<file path="src/design/pdfks_pkg.sv">
// Shared types, keyword constants and small byte helpers for the PDF keyword scanner.
// No dependencies; imported by every scanner module.
package pdfks_pkg;

	// Width of the internal object, page and /Count counters
	localparam int COUNT_WIDTH = 32;
	localparam int OUT_WIDTH   = 32;
	localparam int WIN_BYTES   = 13;
	localparam int WIN_BITS    = WIN_BYTES * 8;

	// Keyword strings, first character in the most significant byte
	localparam logic [31:0]  KW_JS_SP       = "/JS ";
	localparam logic [31:0]  KW_JS_CR       = {"/JS", 8'h0d};
	localparam logic [31:0]  KW_JS_LF       = "/JS\n";
	localparam logic [31:0]  KW_JS_PAREN    = "/JS(";
	localparam logic [87:0]  KW_JAVASCRIPT  = "/JavaScript";
	localparam logic [87:0]  KW_OPEN_ACTION = "/OpenAction";
	localparam logic [31:0]  KW_AA_SP       = "/AA ";
	localparam logic [31:0]  KW_AA_CR       = {"/AA", 8'h0d};
	localparam logic [31:0]  KW_AA_LF       = "/AA\n";
	localparam logic [31:0]  KW_AA_ANGLE    = "/AA<";
	localparam logic [55:0]  KW_LAUNCH      = "/Launch";
	localparam logic [103:0] KW_EMBEDDED    = "/EmbeddedFile";
	localparam logic [87:0]  KW_SUBMIT      = "/SubmitForm";
	localparam logic [63:0]  KW_ENCRYPT     = "/Encrypt";
	localparam logic [31:0]  KW_OBJ         = " obj";
	localparam logic [39:0]  KW_TYPE        = "/Type";
	localparam logic [47:0]  KW_COUNT       = "/Count";

	// Keyword flag positions
	localparam int FLAG_SCRIPT   = 0;
	localparam int FLAG_OPEN     = 1;
	localparam int FLAG_AA       = 2;
	localparam int FLAG_LAUNCH   = 3;
	localparam int FLAG_EMBEDDED = 4;
	localparam int FLAG_SUBMIT   = 5;
	localparam int FLAG_ENCRYPT  = 6;
	localparam int FLAG_COUNT    = 7;

	typedef logic [COUNT_WIDTH-1:0] count_t;

	// One request: a document byte and its end marker
	typedef struct packed {
		logic [7:0] data_byte;
		logic       last_byte;
	} req_item_t;

	// One result: the document summary
	typedef struct packed {
		logic        header_valid;
		logic        found_script;
		logic        found_open_action;
		logic        found_additional_action;
		logic        found_launch;
		logic        found_embedded;
		logic        found_submit;
		logic        found_encrypt;
		logic [31:0] object_total;
		logic [31:0] page_total;
	} rsp_item_t;

	// Window matches for the byte just shifted in
	typedef struct packed {
		logic [FLAG_COUNT-1:0] kw;
		logic                  obj;
		logic                  type_key;
		logic                  count_key;
	} hits_t;

	function automatic logic is_ws(input logic [7:0] b);
		return (b == 8'h20) || (b == 8'h0d) || (b == 8'h0a) || (b == 8'h09);
	endfunction

	function automatic logic is_digit(input logic [7:0] b);
		return (b >= 8'h30) && (b <= 8'h39);
	endfunction

	// Counter value to output width (zero extend or truncate)
	function automatic logic [OUT_WIDTH-1:0] to_out(input count_t v);
		logic [COUNT_WIDTH+OUT_WIDTH-1:0] ext;
		ext = (COUNT_WIDTH + OUT_WIDTH)'(v);
		return ext[OUT_WIDTH-1:0];
	endfunction

endpackage

</file>
<file path="src/design/pdfks_window.sv">
// Thirteen-byte history window and fixed keyword comparators.
// Depends on pdfks_pkg.
module pdfks_window import pdfks_pkg::*; (
	input  logic       clk,
	input  logic       arst_n,
	input  logic       step,
	input  logic       last_byte,
	input  logic [7:0] data_byte,
	output hits_t      hits
);

	// Newest byte sits in the low byte
	logic [WIN_BITS-1:0] win_q;
	logic [WIN_BITS-1:0] win_n;

	assign win_n = {win_q[WIN_BITS-9:0], data_byte};

	// Tail comparisons against the updated window
	always_comb begin
		hits = '0;
		hits.kw[FLAG_SCRIPT] = (win_n[31:0] == KW_JS_SP) || (win_n[31:0] == KW_JS_CR) ||
			(win_n[31:0] == KW_JS_LF) || (win_n[31:0] == KW_JS_PAREN) ||
			(win_n[87:0] == KW_JAVASCRIPT);
		hits.kw[FLAG_OPEN] = (win_n[87:0] == KW_OPEN_ACTION);
		hits.kw[FLAG_AA] = (win_n[31:0] == KW_AA_SP) || (win_n[31:0] == KW_AA_CR) ||
			(win_n[31:0] == KW_AA_LF) || (win_n[31:0] == KW_AA_ANGLE);
		hits.kw[FLAG_LAUNCH]   = (win_n[55:0] == KW_LAUNCH);
		hits.kw[FLAG_EMBEDDED] = (win_n[103:0] == KW_EMBEDDED);
		hits.kw[FLAG_SUBMIT]   = (win_n[87:0] == KW_SUBMIT);
		hits.kw[FLAG_ENCRYPT]  = (win_n[63:0] == KW_ENCRYPT);
		hits.obj       = is_digit(win_n[39:32]) && (win_n[31:0] == KW_OBJ);
		hits.type_key  = (win_n[39:0] == KW_TYPE);
		hits.count_key = (win_n[47:0] == KW_COUNT);
	end

	// Window shifts on every byte, clears after the document ends
	always_ff @(posedge clk or negedge arst_n) begin
		if (!arst_n) begin
			win_q <= '0;
		end else if (step) begin
			win_q <= last_byte ? '0 : win_n;
		end
	end

endmodule

</file>
<file path="src/design/pdfks_tally.sv">
// Header check, sticky flags, object/page counters and /Count number tracking.
// Depends on pdfks_pkg; produces the summary for the byte being processed.
module pdfks_tally import pdfks_pkg::*; (
	input  logic       clk,
	input  logic       arst_n,
	input  logic       step,
	input  logic       last_byte,
	input  logic [7:0] data_byte,
	input  hits_t      hits,
	output rsp_item_t  summary
);

	typedef enum logic [2:0] {
		TT_IDLE, TT_WS, TT_P, TT_A, TT_G, TT_E, TT_DONE
	} type_state_t;

	typedef enum logic [1:0] {
		NT_IDLE, NT_WS, NT_DIGITS
	} num_state_t;

	localparam count_t CNT_MAX = '1;

	logic [2:0]            pos_q, pos_n;
	logic                  hdr_q, hdr_n;
	logic [FLAG_COUNT-1:0] flags_q, flags_n;
	count_t                obj_q, obj_n;
	count_t                page_q, page_n;
	type_state_t           tt_q, tt_n;
	num_state_t            nt_q, nt_n;
	count_t                acc_q, acc_n;
	count_t                big_q, big_n;

	logic [7:0]             hdr_char;
	logic [7:0]             page_char;
	logic [COUNT_WIDTH+3:0] acc10;
	count_t                 pages;
	logic                   valid;

	// Expected header byte at each position
	always_comb begin
		case (pos_q)
			3'd0:    hdr_char = "%";
			3'd1:    hdr_char = "P";
			3'd2:    hdr_char = "D";
			3'd3:    hdr_char = "F";
			default: hdr_char = 8'h00;
		endcase
	end

	// Expected byte of "/Page" for each tracker state
	always_comb begin
		case (tt_q)
			TT_WS:   page_char = "/";
			TT_P:    page_char = "P";
			TT_A:    page_char = "a";
			TT_G:    page_char = "g";
			TT_E:    page_char = "e";
			default: page_char = 8'h00;
		endcase
	end

	// acc * 10 + digit, with headroom to spot overflow
	assign acc10 = ({4'b0, acc_q} << 3) + ({4'b0, acc_q} << 1) +
		(COUNT_WIDTH + 4)'(data_byte[3:0]);

	// Next-state logic for one byte
	always_comb begin
		pos_n   = pos_q;
		hdr_n   = hdr_q;
		flags_n = flags_q | hits.kw;
		obj_n   = obj_q;
		page_n  = page_q;
		tt_n    = tt_q;
		nt_n    = nt_q;
		acc_n   = acc_q;
		big_n   = big_q;

		if (pos_q < 3'd4 && data_byte != hdr_char)
			hdr_n = 1'b0;
		if (pos_q < 3'd5)
			pos_n = pos_q + 3'd1;

		if (hits.obj && obj_q != CNT_MAX)
			obj_n = obj_q + 1'b1;

		// /Type /Page tracker
		if (tt_q == TT_DONE) begin
			if (data_byte != "s" && page_q != CNT_MAX)
				page_n = page_q + 1'b1;
			tt_n = TT_IDLE;
		end else if (tt_q == TT_WS && is_ws(data_byte)) begin
			tt_n = TT_WS;
		end else if (tt_q != TT_IDLE) begin
			if (data_byte == page_char) begin
				tt_n = type_state_t'(tt_q + 3'd1);
				if (tt_q == TT_E && last_byte) begin
					if (page_q != CNT_MAX)
						page_n = page_q + 1'b1;
					tt_n = TT_IDLE;
				end
			end else begin
				tt_n = TT_IDLE;
			end
		end
		if (hits.type_key)
			tt_n = TT_WS;

		// /Count number tracker
		case (nt_q)
			NT_WS: begin
				if (is_digit(data_byte)) begin
					acc_n = count_t'(data_byte[3:0]);
					nt_n  = NT_DIGITS;
				end else if (!is_ws(data_byte)) begin
					nt_n = NT_IDLE;
				end
			end
			NT_DIGITS: begin
				if (is_digit(data_byte)) begin
					if (acc10[COUNT_WIDTH+3:COUNT_WIDTH] != 4'd0)
						acc_n = CNT_MAX;
					else
						acc_n = acc10[COUNT_WIDTH-1:0];
				end else begin
					if (acc_q > big_q)
						big_n = acc_q;
					nt_n = NT_IDLE;
				end
			end
			default: nt_n = NT_IDLE;
		endcase
		if (hits.count_key) begin
			nt_n  = NT_WS;
			acc_n = '0;
		end
		if (last_byte && nt_n == NT_DIGITS) begin
			if (acc_n > big_n)
				big_n = acc_n;
			nt_n = NT_IDLE;
		end
	end

	// Summary from the updated state
	assign valid = hdr_n && (pos_n >= 3'd5);
	assign pages = (page_n != '0) ? page_n : big_n;

	always_comb begin
		summary = '0;
		if (valid) begin
			summary.header_valid            = 1'b1;
			summary.found_script            = flags_n[FLAG_SCRIPT];
			summary.found_open_action       = flags_n[FLAG_OPEN];
			summary.found_additional_action = flags_n[FLAG_AA];
			summary.found_launch            = flags_n[FLAG_LAUNCH];
			summary.found_embedded          = flags_n[FLAG_EMBEDDED];
			summary.found_submit            = flags_n[FLAG_SUBMIT];
			summary.found_encrypt           = flags_n[FLAG_ENCRYPT];
			summary.object_total            = to_out(obj_n);
			summary.page_total              = to_out(pages);
		end
	end

	// State registers; the end of a document returns everything to reset
	always_ff @(posedge clk or negedge arst_n) begin
		if (!arst_n) begin
			pos_q   <= '0;
			hdr_q   <= 1'b1;
			flags_q <= '0;
			obj_q   <= '0;
			page_q  <= '0;
			tt_q    <= TT_IDLE;
			nt_q    <= NT_IDLE;
			acc_q   <= '0;
			big_q   <= '0;
		end else if (step) begin
			if (last_byte) begin
				pos_q   <= '0;
				hdr_q   <= 1'b1;
				flags_q <= '0;
				obj_q   <= '0;
				page_q  <= '0;
				tt_q    <= TT_IDLE;
				nt_q    <= NT_IDLE;
				acc_q   <= '0;
				big_q   <= '0;
			end else begin
				pos_q   <= pos_n;
				hdr_q   <= hdr_n;
				flags_q <= flags_n;
				obj_q   <= obj_n;
				page_q  <= page_n;
				tt_q    <= tt_n;
				nt_q    <= nt_n;
				acc_q   <= acc_n;
				big_q   <= big_n;
			end
		end
	end

endmodule

</file>
<file path="src/design/pdf_keyword_scanner.sv">
// PDF keyword scanner top level: input register, window/tally logic, result register.
// The summary is registered as the last_byte request steps out of the input register.
// Throughput: one byte per cycle; a waiting summary only stalls a following last byte.
// Each byte makes a single pass through window compare and tally update.
// Reset (arst_n low, asynchronous) empties both registers and clears all scan state.
module pdf_keyword_scanner import pdfks_pkg::*; (
	input  logic      clk,
	input  logic      arst_n,
	input  logic      req_valid,
	output logic      req_ready,
	input  req_item_t req,
	output logic      rsp_valid,
	input  logic      rsp_ready,
	output rsp_item_t rsp
);

	logic      valid_s1;
	req_item_t req_s1;
	logic      step;
	hits_t     hits;
	rsp_item_t summary;
	logic      rsp_valid_q;
	rsp_item_t rsp_q;

	// A byte moves on unless it ends a document and the result slot is full and not being read
	assign step      = valid_s1 && (!req_s1.last_byte || !rsp_valid_q || rsp_ready);
	assign req_ready = !valid_s1 || step;

	// Input register
	always_ff @(posedge clk or negedge arst_n) begin
		if (!arst_n) begin
			valid_s1 <= 1'b0;
		end else if (req_ready) begin
			valid_s1 <= req_valid;
		end
	end

	always_ff @(posedge clk) begin
		if (req_ready && req_valid)
			req_s1 <= req;
	end

	pdfks_window u_window (
		.clk       (clk),
		.arst_n    (arst_n),
		.step      (step),
		.last_byte (req_s1.last_byte),
		.data_byte (req_s1.data_byte),
		.hits      (hits)
	);

	pdfks_tally u_tally (
		.clk       (clk),
		.arst_n    (arst_n),
		.step      (step),
		.last_byte (req_s1.last_byte),
		.data_byte (req_s1.data_byte),
		.hits      (hits),
		.summary   (summary)
	);

	// Result register
	always_ff @(posedge clk or negedge arst_n) begin
		if (!arst_n) begin
			rsp_valid_q <= 1'b0;
		end else if (step && req_s1.last_byte) begin
			rsp_valid_q <= 1'b1;
		end else if (rsp_ready) begin
			rsp_valid_q <= 1'b0;
		end
	end

	always_ff @(posedge clk) begin
		if (step && req_s1.last_byte)
			rsp_q <= summary;
	end

	assign rsp_valid = rsp_valid_q;
	assign rsp       = rsp_q;

endmodule
</file>
<file path="config.mk">
export PLATFORM = sky130hd
export DESIGN_NAME = pdf_keyword_scanner
export DESIGN_NICKNAME = d
export VERILOG_FILES = /design/src/design/pdfks_pkg.sv /design/src/design/pdfks_window.sv /design/src/design/pdfks_tally.sv /design/src/design/pdf_keyword_scanner.sv
export SDC_FILE = /design/constraint.sdc
export NUM_CORES = 1
export LEC_CHECK = 0
export ABC_AREA = 1
export BUFFER_PORTS_ARGS = -buffer_cell sky130_fd_sc_hd__buf_2
export CORE_MARGIN = 5
export CORE_UTILIZATION = 64
export CTS_BUF_LIST = sky130_fd_sc_hd__clkbuf_8 sky130_fd_sc_hd__clkbuf_16
export CTS_CLUSTER_SIZE = 10
export DETAILED_ROUTE_END_ITERATION = 7
export GPL_ROUTABILITY_DRIVEN = 0
export PLACE_DENSITY = 0.82
export SLEW_MARGIN = 20
export SYNTH_ARGS = -nofsm -noshare
export SYNTH_HDL_FRONTEND = slang
export SYNTH_SLANG_ARGS = --single-unit
</file>
<file path="constraint.sdc">
create_clock -name clk -period 5.7 [get_ports clk]
set_input_delay 1.425 -clock clk [delete_from_list [all_inputs] [get_ports clk]]
set_output_delay 1.425 -clock clk [all_outputs]
set_load 0.01 [all_outputs]
</file>
Word-level counts from Yosys, hierarchy flattened
Index checks and enable logic that the tools add are counted.

Bits in registers: 323. Latch bits: 0. Bits in writable memories: 0. ROM bits: 0. Bits of input ports: 13. Output and inout bits: 74. Word-level logic and storage cells: 162. Memories: 0.

Add/subtract/negate cells: 6. Multiply operators: 0. Div/mod/pow operators: 0. Order comparisons: 9. Eq/ne operators: 38. Shifts and indexed selects: 0. Multiplexer cells: 48. Bitwise logic cells: 1. Reductions and logical operators: 36.

Operator list (count): 32-bit 2-to-1 mux (22); 32-bit by 30-bit equality test with 1-bit output, second input constant (9); 88-bit by 86-bit equality test with 1-bit output, second input constant (3); 104-bit by 102-bit equality test with 1-bit output, second input constant (1); 96-bit 2-to-1 mux (1); 72-bit 2-to-1 mux (1); 32-bit by 1-bit adder with 32-bit output, second input constant (2); 64-bit by 62-bit equality test with 1-bit output, second input constant (1); 32-bit greater-than comparator (2); 32-bit != test, second input constant (2); 32-bit one-hot mux with 2 select lines (1); 56-bit by 54-bit equality test with 1-bit output, second input constant (1); 48-bit by 46-bit equality test with 1-bit output, second input constant (1); 40-bit by 38-bit equality test with 1-bit output, second input constant (1); 35-bit by 33-bit adder with 36-bit output (1); 36-bit by 4-bit adder with 36-bit output (1); 7-bit one-hot mux with 5 select lines (1); 32-bit nonzero test (1); 7-bit one-hot mux with 4 select lines (1); 3-bit 2-to-1 mux (9); 8-bit by 4-bit equality test with 1-bit output, second input constant (3); 8-bit by 6-bit greater-or-equal comparator with 1-bit output, second input constant (2); 8-bit by 6-bit less-or-equal comparator with 1-bit output, second input constant (2); 1-bit logical AND (13); other kinds (25) (56).

Logic depth before layout (Yosys ltp)
Gate-level depths: netlist (run 1).

Depth after elaboration: 13. Gate-level depth with buffers: 39. Depth with buffers taken out: 37.

Cells and area by module
A second synthesis (run 1) with hierarchy kept.

Cells, all modules: 3477. Area total of the unflattened synthesis: 23829.1 µm².

By module, submodules not included: pdfks_tally (times used 1, cells an instance 2754, area each 16412.0 µm², seq. area each 3604.7 µm²); pdfks_window (times used 1, cells an instance 628, area each 4877.2 µm², seq. area each 2402.3 µm²); pdf_keyword_scanner (times used 1, cells an instance 95, area each 2539.9 µm², seq. area each 2482.4 µm²).

Worst setup path after synthesis (run 1)
OpenSTA, ideal clock, no wires.

Path type: reg2reg. Start point: register req_s1[4] (netlist bit). End point: register rsp_q, in the netlist rsp[30] (data pin). Library setup time: 0.138 ns. Arrival: 4.821 ns. Required time: 5.562 ns. Path slack: 0.741 ns. Stages on the path, launching flop included: 36. Path buffers: 2. Clock period less this slack: 4.959 ns. Cell sequence: edfxtp_1 -> fa_1 -> inv_1 -> fa_1 -> inv_1 -> nand2_1 -> nand2_1 -> nand3_1 -> nand2_1 -> nand2_1 -> nand2_1 -> nand2_1 -> nand3_1 -> nand2_1 -> nor2_1 -> nand2_1 -> inv_2 -> clkbuf_1 -> nand3_1 -> nand3_1 -> nand2_1 -> nand2_1 -> inv_1 -> ha_1 -> a21oi_1 -> nor2_1 -> a211oi_1 -> o221ai_1 -> a21oi_1 -> nand2_1 -> nand3_1 -> clkbuf_1 -> nand3_1 -> nand2_1 -> nor2_1 -> nor2_1.

Longest elaborated chain between the ends: 12. Elaborated cells between the ends (all ways): 45. Those cells by class: add/sub (1); order compare (3); eq/ne (9); mux (21); reduce/logical (11).

Ends and longest elaborated chain: from (decl) (line pdf_keyword_scanner.sv:18) `req_item_t req_s1;`; from (signal assigned) (line pdf_keyword_scanner.sv:40) `req_s1 <= req;`; parallel branches: the longest is 12 deep, another holds 36-bit by 4-bit adder with 36-bit output; to (signal assigned) (line pdf_keyword_scanner.sv:75) `rsp_q <= summary;`; to (decl) (line pdf_keyword_scanner.sv:23) `rsp_item_t rsp_q;`.

Parallel ways; which one is timed is not known. A chain may end at the register's enable or synchronous reset.

Final worst setup path (run 1)
Start point: register u_tally.acc_q[31]. End point: register rsp_q, in the netlist rsp[18] (data pin).

Longest elaborated chain between the ends: 11. Elaborated cells between the ends (all ways): 16. Those cells by class: add/sub (2); order compare (2); mux (11); reduce/logical (1).

Ends and longest elaborated chain: from (decl) (line pdfks_tally.sv:30) `count_t acc_q, acc_n;`; from (signal assigned) (line pdfks_tally.sv:194) `acc_q <= acc_n;`; 35-bit by 33-bit adder with 36-bit output (line pdfks_tally.sv:63) `assign acc10 = ({4'b0, acc_q} << 3) + ({4'b0, acc_q} << 1) +`; 36-bit by 4-bit adder with 36-bit output (line pdfks_tally.sv:63); 4-bit nonzero test (line pdfks_tally.sv:120) `if (acc10[COUNT_WIDTH+3:COUNT_WIDTH] != 4'd0)`; 32-bit 2-to-1 mux (line pdfks_tally.sv:120); 32-bit 2-to-1 mux (line pdfks_tally.sv:119) `if (is_digit(data_byte)) begin`; 32-bit one-hot mux with 2 select lines (line pdfks_tally.sv:109) `case (nt_q)`; 32-bit 2-to-1 mux (line pdfks_tally.sv:132) `if (hits.count_key) begin`; 32-bit greater-than comparator (line pdfks_tally.sv:137) `if (acc_n > big_n)`; 32-bit 2-to-1 mux (line pdfks_tally.sv:137); 32-bit 2-to-1 mux * (line pdfks_tally.sv:136) `if (last_byte && nt_n == NT_DIGITS) begin`; 32-bit 2-to-1 mux * (line pdfks_tally.sv:145) `assign pages = (page_n != '0) ? page_n : big_n;`.

Every way passes the cells marked *; elsewhere a longest branch is shown, timed or not.

==> run summary, run 1 <==
DR pass1 iterations -> 7
Gr usage total -> 35.27%
Routed WL -> 74410 um
GR Util met2 -> 55.52%
Die W -> 200.9 um
Peak Freq -> 186.2 MHz
Max_cap viols -> 0
Pre-CTS WS -> 0.1336 ns
DPL Wire Length -> 53260 um
Final Hold Fails -> 0
Grt met3 use -> 7.044%
Placed insts -> 3807
Pwr dens -> 210.1 mW/mm^2
CTS tree -> yes
Routed vias -> 24371
CTS root buffer -> clkbuf_16
Ys Warns -> 0
Post-synth cell types -> 49
Family with the most delay on the worst path -> simple AND/OR/NAND/NOR gates
Synth-to-Final Area Change -> 10.26%
First-pass GRT wire length -> 118300 um
Layout Nets -> 3543
Clock latency on the worst-skew pair -> 0.57 ns
Cell Area, Placed -> 0.02429 sq mm
Min-delay src -> u_tally.hdr_q$_DFFE_PN1P_
Worst setup path category -> reg -> reg
Slew HR -> 22.88%
Detailed-route DRC error count -> 0
Initial antenna violation count -> 2
Reg2reg start -> u_tally.acc_q[31]$_DFFE_PN0P_
Initial DRC count -> 3357
# rows -> 70
Commonest non-fill, non-tap cell in the layout -> nand2_1
R2R depth -> 28
Clk sink count -> 323
Worst path bufs/invs -> 7
Max-slew violations -> 0
Crit path arrival time -> 5.69 ns
Cts bufs inserted -> 40
Clk buf depth -> 3
Synth async-reset ratio -> 74.92%
Cell Area, Synth -> 0.02333 sq mm
Startpoint Class -> register
Min-Delay Path Class -> reg -> reg
Vias per cell -> 6.270
IO Port Bufs -> 86
I/O pins -> 87
GRT busiest layer -> met2
Most frequent cells in the layout -> nand2_1, inv_1, nor2_1, dfrtp_1, nand3_1
Number of diodes -> 0
Worst Tran Pin Value -> 1.155 ns
GR Util met1 -> 47.35%
Tmin final -> 5.370 ns
Status -> complete, no violations
Final std cell area, no fill -> 0.02572 sq mm
Routed len/inst -> 19.14 um
Die Ht -> 200.9 um
Critical path capture point type -> register
Critical Path RT -> 6.02 ns
CP dominant cell by count -> nand2_1
Core area -> 0.03626 sq mm
Setup Skew -> 0.02813 ns
Register area -> 0.008489 sq mm
Post-synth EDFFs -> 81
Leakage -> 12.21 nW
Area of the multi-input gates -> 0.01257 sq mm
Share of cells above drive strength 1 -> 6.990%
Period utilization -> 94.20%
Initial Util -> 64.33%
Seq/Total Area, Yosys -> 36.39%
Fill count -> 2908
Pin count of the biggest net entering global routing -> 217
Detail Route Antenna Nets -> 0
RR Endpoint -> rsp[18]$_SDFFCE_PN0P_
Most used flip-flop cell after synthesis -> dfrtp_1
Slowest cell on the critical path -> nor4_1
Clk slew on worst S/H paths -> 0.06 ns
Setup WS post-layout -> 0.3304 ns
Setup violations, final -> 0
Remaining global-route overflow -> 0
Critical Path Fanout Max -> 22
DIE AREA -> 0.04037 sq mm
Reg-to-reg slack, setup -> 0.33 ns
Post-synthesis cell count -> 3333
Htree depth -> 2
CTS Hold Bufs -> 0
Min-Delay Path Depth -> 2
#FFs+latches synth -> 323
Post-Syn Nets -> 3488
VDD IR max -> 0.3645 mV
Mean Syn Cell Area -> 6.999 sq um
Fin cells -> 3887
Hold EP -> u_tally.hdr_q$_DFFE_PN1P_
CP max stage delay -> 0.62 ns
Vias in the first global route -> 22931
## stage by stage
stage | hold WS, ns | setup TNS, ns | power, W | utilization [%]
3_3_place_gp | 0.4658 | 0 | 0.003044 | 66.99
5_1_grt | 0.5174 | -0.007740 | 0.005552 | 70.93
2_1_floorplan | 0.4527 | 0 | 0.002862 | -
3_5_place_dp | 0.4867 | 0 | 0.003061 | 66.99
6_report | 0.4923 | 0 | 0.005403 | 70.93
4_1_cts | 0.4990 | 0 | 0.005394 | 70.35
## synth_stat cells, types with 14 or more instances
cell,count,share of area (%)
a21oi_1,112,2.4
buf_2,17,0.36
clkbuf_1,98,1.6
dfrtp_1,241,26
edfxtp_1,81,10
ha_1,140,7.5
inv_1,482,7.8
nand2_1,930,15
nand3_1,212,4.5
nand4_1,79,2.1
nor2_1,308,5.0
nor3_1,61,1.3
nor4_1,41,1.1
o211ai_1,14,0.45
o21ai_0,133,2.9
o22ai_1,182,4.9
o31ai_1,29,0.93
xnor2_1,19,0.71
xor2_1,54,2.0
## where the power goes
part | switching [W] | internal [W]
Combinational | 0.000400 | 0.000138
Clock | 0.00104 | 0.00132
Sequential | 0.0000542 | 0.00244
## repair_timing
item | 4_1_cts | 5_1_grt
hold endpoints to repair | 0 | 0
gates resized for setup | 0 | 29
endpoints found under the setup margin | 0 | 63
setup buffers | 0 | 5
## kinds of logic (layout without fill, tap and decap cells)
logic type               Yosys count  count (layout)  synth area share (%)
adder cells (fa/ha/maj)          142             142                 7.681
buffers and inverters            618             704                 10.18
AO/OA/AOI/OAI                    514             514                 12.84
AND/OR/NAND/NOR                 1663            1663                 30.17
flip-flops                       323             323                 36.39
XOR/XNOR                          73              73                 2.741
## tightest hold or removal path: stages, from the launching register on
cell     delay (ns)
dfstp_2        0.36
nand2_1        0.07
nand2_1        0.05
## area by class of cell
class | count | share of cell area, %
Multi-Input combinational cell | 2392 | 48.87
Sequential cell | 323 | 33.01
Tap cell | 468 | 2.277
Inverter | 492 | 7.234
Clock inverter | 30 | 0.6811
Timing Repair Buffer | 139 | 3.877
Clock buffer | 43 | 4.052
## layer usage
metal | vias up | share of wire, %
met3 | 332 | 12
met2 | 1629 | 45
met4 | 2 | 5.2
li1 | 11142 | -
met5 | - | 0.0081
met1 | 11266 | 39
## sequential cells by signal, indices dropped and copies added, names as in the netlist, 2 cells and up
register and flops:
u_window.win_q 96, rsp 72, u_tally.acc_q 32, u_tally.big_q 32, u_tally.obj_q 32, u_tally.page_q 32
req_s1 9, u_tally.flags_q 7, u_tally.pos_q 3, u_tally.tt_q 3, u_tally.nt_q 2
## worst max path at each step
stage,startpoint,to,slack (ns),cells after the start
after floorplan,req_s1[4]$_DFFE_PP_,rsp[30]$_SDFFCE_PN0P_,0.74,35
after global placement,req_s1[4]$_DFFE_PP_,rsp[26]$_SDFFCE_PN0P_,0.33,34
after detailed placement,req_s1[4]$_DFFE_PP_,rsp[26]$_SDFFCE_PN0P_,0.13,34
after CTS,req_s1[4]$_DFFE_PP_,rsp[21]$_SDFFCE_PN0P_,0.09,34
after global routing,u_tally.acc_q[0]$_DFFE_PN0P_,rsp[18]$_SDFFCE_PN0P_,-0.008,37
final,u_tally.acc_q[31]$_DFFE_PN0P_,rsp[18]$_SDFFCE_PN0P_,0.33,28
No activity file was read; power rests on OpenSTA's default activity.
==> run 2, diff against run 1 <==
--- a/config.mk
+++ b/config.mk
@@ -9,10 +9,9 @@
 export BUFFER_PORTS_ARGS = -buffer_cell sky130_fd_sc_hd__buf_2
 export CORE_MARGIN = 5
-export CORE_UTILIZATION = 64
+export CORE_UTILIZATION = 45
 export CTS_BUF_LIST = sky130_fd_sc_hd__clkbuf_8 sky130_fd_sc_hd__clkbuf_16
 export CTS_CLUSTER_SIZE = 10
 export DETAILED_ROUTE_END_ITERATION = 7
 export GPL_ROUTABILITY_DRIVEN = 0
-export PLACE_DENSITY = 0.82
 export SLEW_MARGIN = 20
 export SYNTH_ARGS = -nofsm -noshare
==> constraint.sdc (replaced) <==
create_clock -name clk -period 5.7 [get_ports clk]
set_input_delay 1.425 -clock clk [delete_from_list [all_inputs] [get_ports clk]]
set_output_delay 1.425 -clock clk [all_outputs]
set_load 0.02 [all_outputs]
==> run 2 against run 1 <==
Net effect:
- hold slack got worse by 0.0033 ns
- non-clock buffer count shrank 3
- combinational power grew 3%
- total power up 0.90%
- wire length rose by 2.1%
- sequential share of layout area is 0.29 points lower
- sequential power is essentially flat
- cell count grew 5.3%
- critical endpoint is now rsp[29]$_SDFFCE_PN0P_
- largest cell class unchanged
==> run summary, run 2 (same netlist as run 1, synthesis figures left out) <==
I/O pins -> 87 (unchanged)
DR pass1 iterations -> 6 (was 7)
Worst Tran Pin Value -> 1.160 ns (was 1.155 ns)
Critical Path Fanout Max -> 8 (was 22)
Die W -> 237.7 um (was 200.9 um)
Routed len/inst -> 18.56 um (was 19.14 um)
Commonest non-fill, non-tap cell in the layout -> nand2_1 (unchanged)
Setup Skew -> 0.03221 ns (was 0.02813 ns)
Initial DRC count -> 2489 (was 3357)
Slowest cell on the critical path -> fa_1 (was nor4_1)
DIE AREA -> 0.05649 sq mm (was 0.04037 sq mm)
Fill count -> 5156 (was 2908)
IO Port Bufs -> 86 (unchanged)
Setup violations, final -> 0 (unchanged)
Worst setup path category -> reg -> reg (unchanged)
Peak Freq -> 185.3 MHz (was 186.2 MHz)
Share of cells above drive strength 1 -> 7.183% (was 6.990%)
Grt met3 use -> 5.790% (was 7.044%)
Pin count of the biggest net entering global routing -> 114 (was 217)
Register with the most flip-flops -> u_window.win_q (unchanged)
Remaining global-route overflow -> 0 (unchanged)
Initial antenna violation count -> 4 (was 2)
Final Core Density -> 50.57% (was 70.93%)
Detail Route Antenna Nets -> 0 (unchanged)
Critical Path RT -> 6.11 ns (was 6.02 ns)
Crit path arrival time -> 5.80 ns (was 5.69 ns)
GRT busiest layer -> met2 (unchanged)
Clk buf depth -> 3 (unchanged)
Gr usage total -> 25.94% (was 35.27%)
Detailed-route DRC error count -> 0 (unchanged)
Pwr dens -> 210.1 mW/mm^2 (about the same)
Max reg flops -> 96 (unchanged)
Placed insts -> 4020 (was 3807)
Most frequent cells in the layout -> nand2_1, inv_1, nor2_1, dfrtp_1, nand3_1 (unchanged)
Final Power -> 0.005452 W (was 0.005403 W)
Cts bufs inserted -> 40 (unchanged)
Slew HR -> 22.56% (was 22.88%)
GR Util met2 -> 38.25% (was 55.52%)
CTS tree -> yes (unchanged)
Core area -> 0.05130 sq mm (was 0.03626 sq mm)
Routed WL -> 75940 um (was 74410 um)
DPL Wire Length -> 54900 um (was 53260 um)
Fin cells -> 4092 (was 3887)
Max_cap viols -> 0 (unchanged)
GR Util met1 -> 38.03% (was 47.35%)
Die Ht -> 237.7 um (was 200.9 um)
CP dominant cell by count -> nand2_1 (unchanged)
# rows -> 83 (was 70)
CTS root buffer -> clkbuf_16 (unchanged)
Period utilization -> 94.67% (was 94.20%)
Vias in the first global route -> 22144 (was 22931)
CP max stage delay -> 0.56 ns (was 0.62 ns)
Startpoint Class -> register (unchanged)
Tmin final -> 5.396 ns (was 5.370 ns)
Critical path capture point type -> register (unchanged)
VDD IR max -> 0.2183 mV (was 0.3645 mV)
Final Hold Fails -> 0 (unchanged)
Clock latency on the worst-skew pair -> 0.57 ns (about the same)
Layout Nets -> 3541 (was 3543)
Initial Util -> 45.47% (was 64.33%)
Htree depth -> 2 (unchanged)
Clk sink count -> 323 (unchanged)
Max-slew violations -> 0 (unchanged)
Routed vias -> 23267 (was 24371)
Synth-to-Final Area Change -> 11.22% (was 10.26%)
Leakage -> 12.17 nW (was 12.21 nW)
First-pass GRT wire length -> 119700 um (was 118300 um)
Vias per cell -> 5.686 (was 6.270)
Clk slew on worst S/H paths -> 0.06 ns (about the same)
Status -> complete, no violations (unchanged)
Min-Delay Path Class -> reg -> reg (unchanged)
==> run 2: changes by cell type in the layout (fill, tap and decap cells not counted), sizes merged <==
cell / before / now
inv: 512 / 503
diode: 0 / 1
clkinv: 10 / 11
buf: 137 / 136
bufinv: 0 / 1
==> run 2: layout make-up <==
| class | instances | area [sq um] | area share (%) |
|---|---|---|---|
| timing repair buffer | 136 | 913.4 | 3.520 |
| sequential | 323 | 8489 | 32.72 |
| clock inverter | 22 | 123.9 | 0.4774 |
| clock buffer | 45 | 1092 | 4.210 |
| inverter | 492 | 1863 | 7.181 |
| antenna | 1 | 2.502 | 0.009645 |
| tap | 680 | 850.8 | 3.279 |
| multi-input combinational | 2392 | 12600 | 48.58 |
| timing repair inverter | 1 | 5.005 | 0.01929 |
==> run 2: critical path: cells and delay by family, from the launching register on <==
family                     cells  cell delay [ns]
and+or+nand+nor               25             2.62
adders and majority gates      3             1.30
buffers and inverters          6             0.66
DFF                            1             0.40
AOI/OAI and AO/OA              1             0.23
==> run 2: final timing paths <==
kind	slack (ns)	to	cells after the start	from
hold reg to reg	0.49	u_tally.hdr_q$_DFFE_PN1P_	2	u_tally.hdr_q$_DFFE_PN1P_
setup / recovery	0.30	rsp[29]$_SDFFCE_PN0P_	35	u_tally.acc_q[2]$_DFFE_PN0P_
min in group asynchronous	0.90	u_tally.big_q[25]$_DFFE_PN0P_	1	arst_n
hold / removal	0.49	u_tally.hdr_q$_DFFE_PN1P_	2	u_tally.hdr_q$_DFFE_PN1P_
setup reg to reg	0.30	rsp[29]$_SDFFCE_PN0P_	35	u_tally.acc_q[2]$_DFFE_PN0P_
max in group asynchronous	3.59	u_tally.big_q[15]$_DFFE_PN0P_	2	arst_n
==> run 2: layer usage <==
layer / vias up / share of wire, %
li1: 11170 / -
met1: 10952 / 46
met2: 973 / 43
met3: 166 / 8.7
met4: 6 / 3.1
met5: - / 0.051
==> run 2: stage by stage <==
| step | cell area (sq um) | setup WS, ns | hold WS (ns) | setup TNS (ns) |
|---|---|---|---|---|
| final | 25940 | 0.3040 | 0.4889 | 0 |
| after global routing | 25940 | -0.04475 | 0.5063 | -0.2038 |
| after CTS | 25740 | 0.07033 | 0.4886 | 0 |
| after detailed placement | 24520 | 0.1249 | 0.4741 | 0 |
| after global placement | 24520 | 0.2370 | 0.4690 | 0 |
| after floorplan | 23330 | 0.7406 | 0.4527 | 0 |
==> run 2: power by group <==
part | switching (W) | total, W | leakage (nW) | internal (W)
logic | 0.000420 | 0.000553 | 7.37 | 0.000133
registers | 0.0000495 | 0.00250 | 4.13 | 0.00245
clock network | 0.00100 | 0.00240 | 0.660 | 0.00140
==> run 2: what timing repair did <==
action                                  in CTS  in global routing
buffers inserted                             0                  2
endpoints found under the setup margin       0                 63
resized for setup                            0                 52
hold buffers                                 0                  0
